**src/hdl/hpd_pkg.sv**
```systemverilog
// Shared types and constants for the Huffman pixel decoder.
package hpd_pkg;

  // Input function codes
  localparam logic [1:0] FUNC_LOAD  = 2'd0;
  localparam logic [1:0] FUNC_DATA  = 2'd1;
  localparam logic [1:0] FUNC_START = 2'd2;

  // Configuration register indexes
  localparam logic CFG_GRAY_MODE   = 1'b0;
  localparam logic CFG_IMAGE_WIDTH = 1'b1;

  localparam int unsigned CFG_DATA_W = 13;
  localparam int unsigned POS_W      = 12;
  localparam logic [12:0] POS_MAX    = 13'd4095;

  // Entries reduced per group in the first match stage
  localparam int unsigned GROUP_SIZE = 16;
  localparam int unsigned GROUP_IW   = 4;

  localparam logic [1:0] CHAN_RED   = 2'd0;
  localparam logic [1:0] CHAN_GREEN = 2'd1;
  localparam logic [1:0] CHAN_BLUE  = 2'd2;

  typedef enum logic [1:0] {
    ST_IDLE,
    ST_CMP,
    ST_RES,
    ST_FLUSH
  } state_e;

  typedef struct packed {
    logic load_entry;
    logic start_image;
    logic start_byte;
    logic resolve;
    logic last_bit;
    logic flush;
  } cmd_t;

  typedef struct packed {
    logic hit_pixel;
    logic pend_valid;
    logic can_push;
  } status_t;

endpackage

```
**src/hdl/hpd_ctrl.sv**
```systemverilog
// Sequencing state machine: a compare state and a resolve state per coded bit.
module hpd_ctrl (
  input  logic             clk_i,
  input  logic             rst_ni,
  input  logic             in_valid_i,
  output logic             in_stall_o,
  input  logic [1:0]       func_i,
  input  hpd_pkg::status_t status_i,
  output hpd_pkg::cmd_t    cmd_o
);

  hpd_pkg::state_e state_d, state_q;
  logic [2:0]      bit_cnt_d, bit_cnt_q;
  logic            res_wait;
  logic            last_bit;

  // A new pixel cannot enter while the pending one has nowhere to go
  assign res_wait = status_i.hit_pixel && status_i.pend_valid && !status_i.can_push;
  assign last_bit = (bit_cnt_q == 3'd7);

  always_comb begin
    state_d   = state_q;
    bit_cnt_d = bit_cnt_q;
    case (state_q)
      hpd_pkg::ST_IDLE: begin
        if (in_valid_i && (func_i == hpd_pkg::FUNC_DATA)) begin
          state_d   = hpd_pkg::ST_CMP;
          bit_cnt_d = '0;
        end
      end
      hpd_pkg::ST_CMP: state_d = hpd_pkg::ST_RES;
      hpd_pkg::ST_RES: begin
        if (!res_wait) begin
          if (last_bit) begin
            state_d = hpd_pkg::ST_FLUSH;
          end else begin
            state_d   = hpd_pkg::ST_CMP;
            bit_cnt_d = bit_cnt_q + 3'd1;
          end
        end
      end
      hpd_pkg::ST_FLUSH: begin
        if (!status_i.pend_valid || status_i.can_push) begin
          state_d = hpd_pkg::ST_IDLE;
        end
      end
      default: state_d = hpd_pkg::ST_IDLE;
    endcase
  end

  always_comb begin
    cmd_o      = '0;
    in_stall_o = 1'b1;
    case (state_q)
      hpd_pkg::ST_IDLE: begin
        in_stall_o = 1'b0;
        if (in_valid_i) begin
          cmd_o.load_entry  = (func_i == hpd_pkg::FUNC_LOAD);
          cmd_o.start_image = (func_i == hpd_pkg::FUNC_START);
          cmd_o.start_byte  = (func_i == hpd_pkg::FUNC_DATA);
        end
      end
      hpd_pkg::ST_RES: begin
        cmd_o.resolve  = !res_wait;
        cmd_o.last_bit = last_bit;
      end
      hpd_pkg::ST_FLUSH: begin
        cmd_o.flush = status_i.pend_valid && status_i.can_push;
      end
      default: ;
    endcase
  end

  always_ff @(posedge clk_i or negedge rst_ni) begin
    if (!rst_ni) begin
      state_q   <= hpd_pkg::ST_IDLE;
      bit_cnt_q <= '0;
    end else begin
      state_q   <= state_d;
      bit_cnt_q <= bit_cnt_d;
    end
  end

endmodule

```
**config.mk**
```make
export PLATFORM = sky130hd
export DESIGN_NAME = hpd_ctrl
export DESIGN_NICKNAME = d
export VERILOG_FILES = /design/src/hdl/hpd_pkg.sv /design/src/hdl/hpd_ctrl.sv
export SDC_FILE = /design/constraint.sdc
export NUM_CORES = 1
export LEC_CHECK = 0
export ABC_AREA = 1
export BUFFER_PORTS_ARGS = -buffer_cell sky130_fd_sc_hd__buf_2
export CORE_AREA = 2 2 39 41
export DETAILED_ROUTE_END_ITERATION = 12
export DIE_AREA = 0 0 41 43
export PLACE_DENSITY_LB_ADDON = 0.25
export RECOVER_POWER = 50
export SLEW_MARGIN = 10
export SYNTH_ARGS = -nofsm -noshare
export SYNTH_HDL_FRONTEND = slang
export SYNTH_SLANG_ARGS = --single-unit
```
**constraint.sdc**
```tcl
create_clock -name clk_i -period 2.8 [get_ports clk_i]
set_input_delay 0.28 -clock clk_i [delete_from_list [all_inputs] [get_ports clk_i]]
set_output_delay 0.28 -clock clk_i [all_outputs]
set_load 0.01 [all_outputs]
```
==> impl_results.md <==
- Pwr dens: 699 nW/µm²
- Cell count after placement: 85
- Worst min path class: input pin to async pin
- Fillers: 160
- R2R Path Start: bit_cnt_q[0]
- Via count: 384
- Adder-Cell Fraction of Synth Area: 0.0678
- Die Y: 43 µm
- Post-DP HPWL: 656 µm
- Type of origin of the critical path: register
- Post-Synthesis Cells: 55
- Reg2Reg Depth: 6
- Sw Ratio: 0.432
- Seq pwr share: 0.314
- Final Net Count: 85
- Synth Area in XOR/XNOR: 0
- Fmax: 0.633 GHz
- VDD IR max: 0.220 mV
- Unique masters post-synth: 14
- Outcome: finished, final reports clean
- Internal Power: 195 µW
- Hold Buf Count CTS: 1
- Final hold vios: 0
- Cts repair resizes: 0
- Clock buffer depth: 2
- Synthesized area per cell: 6.71 µm²
- Die width: 41 µm
- Worst Path Arrival: 1300 ps
- Relative max-transition margin: 0.777
- Area growth, synth to finish: 32.9%
- Initial DRC count: 2
- Most frequent cells in the layout: nand2_1, nor2_1, buf_2
- TritonCTS clock tree: yes
- Comb pwr share: 0.425
- Vias in the first global route: 366
- Max-cap violations: 0
- Die Area: 1760 µm²
- IO buf count: 14
- Avg Vias per Cell: 4.27
- Sequential area share after synthesis: 0.339
- Main combinational cell family by area after synthesis: simple AND/OR/NAND/NOR gates
- Synth Area in Compound Gates: 0.0271
- Mapped Nets: 65
- GPL Wtd Cong: 0.688
- I/O pin count: 15
- FF+latch area: 125 µm²
- Unrepaired setup endpoints after global routing: false
- Clock share of power: 0.261
- Crit path max fanout: 3
- Core ar.: 1380 µm²
- Initial antenna violation count: 0
- Clk_skew: 1.77 ps
- Rows: 14
- Final Setup Violations: 0
- Post-layout minimum cycle time: 1580 ps
- Avg WL per Cell: 8.70 µm
- Synthesis-stage register bit count: 5
- Pin count of the biggest net entering global routing: 7
- Routed wire length: 783 µm
- R2r setup slk: 1340 ps
- Non-Filler Instances: 90
- Total global-route track usage: 0.122
- Htree depth: 1
- Cell taking the most area after synthesis: dfrtp_1
- Diode count: 0
- Synth top area share: 0.339
- Antenna-violating nets left: 0
- Fin Setup TNS: 0 ps
- Overflow after GRT: 0
- YS warnings: 0
- Area occupied by multi-input gates: 204 µm²
- Mapped cell area: 369 µm²
- Worst EP required: 2520 ps
- Slew Limit Fails: 0
- Largest cells by area after synthesis: dfrtp_1, nand2_1, nor2_1
- Lkg Pwr: 0.000307 µW
- Reg-to-Reg End: bit_cnt_q[1]
- Initial core utilization: 0.267
- Num CTS Buffers: 3
- Global-route wire length before repair: 1420 µm
- Clk sink count: 5
- Worst Path Class, Setup: register to output port
- Post CTS Setup Buffer Count: 0
- Residual DRC: 0
- Switching power: 148 µW
- DRT Pass-1 Iters: 2
- Clock Tree Root: clkbuf_4
- Commonest non-fill, non-tap cell in the layout: nand2_1
- Clock-pin slew on the worst setup and hold paths: 50 ps
- Crit path capture type: output port
- Mux contribution to synthesized area: 0
- Layout cell share with drive strength beyond 1: 0.284
- Worst-Skew Late Latency: 250 ps
- Slew @ Worst Pin: 334 ps
- Simple-gate share of the synthesized area: 0.464
- Tcrit/Tclk final: 0.564
-- routing by layer --
layer,up-vias,part of all wire,track usage
met3,2,0.060,0.0314
met2,11,0.49,0.191
met1,162,0.41,0.138
li1,209,-,-
met4,0,0.031,0.0800
met5,-,0,0
-- power groups by stage --
stage	Combinational, µW	Clock [µW]	Sequential, µW
floorplan	114	0	104
global placement	149	0	110
detailed placement	152	0	108
CTS	154	91.3	107
global route	176	94.3	111
finish	146	89.6	108
-- worst max path at each step --
stage,from,endpoint,slack [ps],cells after the start
2_1_floorplan,bit_cnt_q[0],bit_cnt_q[0],1450,6
3_3_place_gp,bit_cnt_q[0],bit_cnt_q[2],1390,6
3_5_place_dp,bit_cnt_q[0],bit_cnt_q[1],1340,6
4_1_cts,bit_cnt_q[0],cmd_o[1],1210,5
5_1_grt,state_q[1],cmd_o[4],1050,4
6_report,bit_cnt_q[0],cmd_o[1],1220,5
-- synth_stat cells --
cell,number
nand3_1,2
nand3_2,1
inv_1,8
nand2_4,1
nand2_2,3
ha_1,2
a21oi_1,1
nand4_1,3
dfrtp_1,5
o21ai_1,1
inv_2,2
nand2_1,12
nor2_1,12
nor4_1,2
-- layout make-up --
| class | count | area share |
|---|---|---|
| inverter | 10 | 0.0765 |
| multi-input combinational | 40 | 0.416 |
| clock buffer | 4 | 0.0536 |
| timing repair buffer | 15 | 0.158 |
| sequential | 5 | 0.255 |
| tap | 16 | 0.0408 |
-- sequential cells by signal, summed over array words and instances, names as in the netlist --
name and count:
bit_cnt_q 3, state_q 2
-- worst max-delay path: stages (launching register included) --
cell	delay [ps]
dfrtp_1	390
ha_1	200
ha_1	190
nand3_1	100
inv_1	40
buf_2	130
-- through the flow --
stage               power (µW)  area [µm²]  hold WS [ps]  utilization  setup WS (ps)
floorplan                  219         369         -15.6            -           1450
global placement           259         459          99.4        0.332           1390
detailed placement         260         459           104        0.332           1340
CTS                        353         495           373        0.358           1210
global route               381         490           450        0.354           1050
finish                     343         490           411        0.354           1220
-- cells by family (layout without fill, tap and decap cells) --
logic type,after synthesis,count (layout)
compound gates,2,2
fa+ha+maj,2,2
buf+inv,10,29
flops,5,5
simple gates,36,36
(Power assumes the default switching activity.)
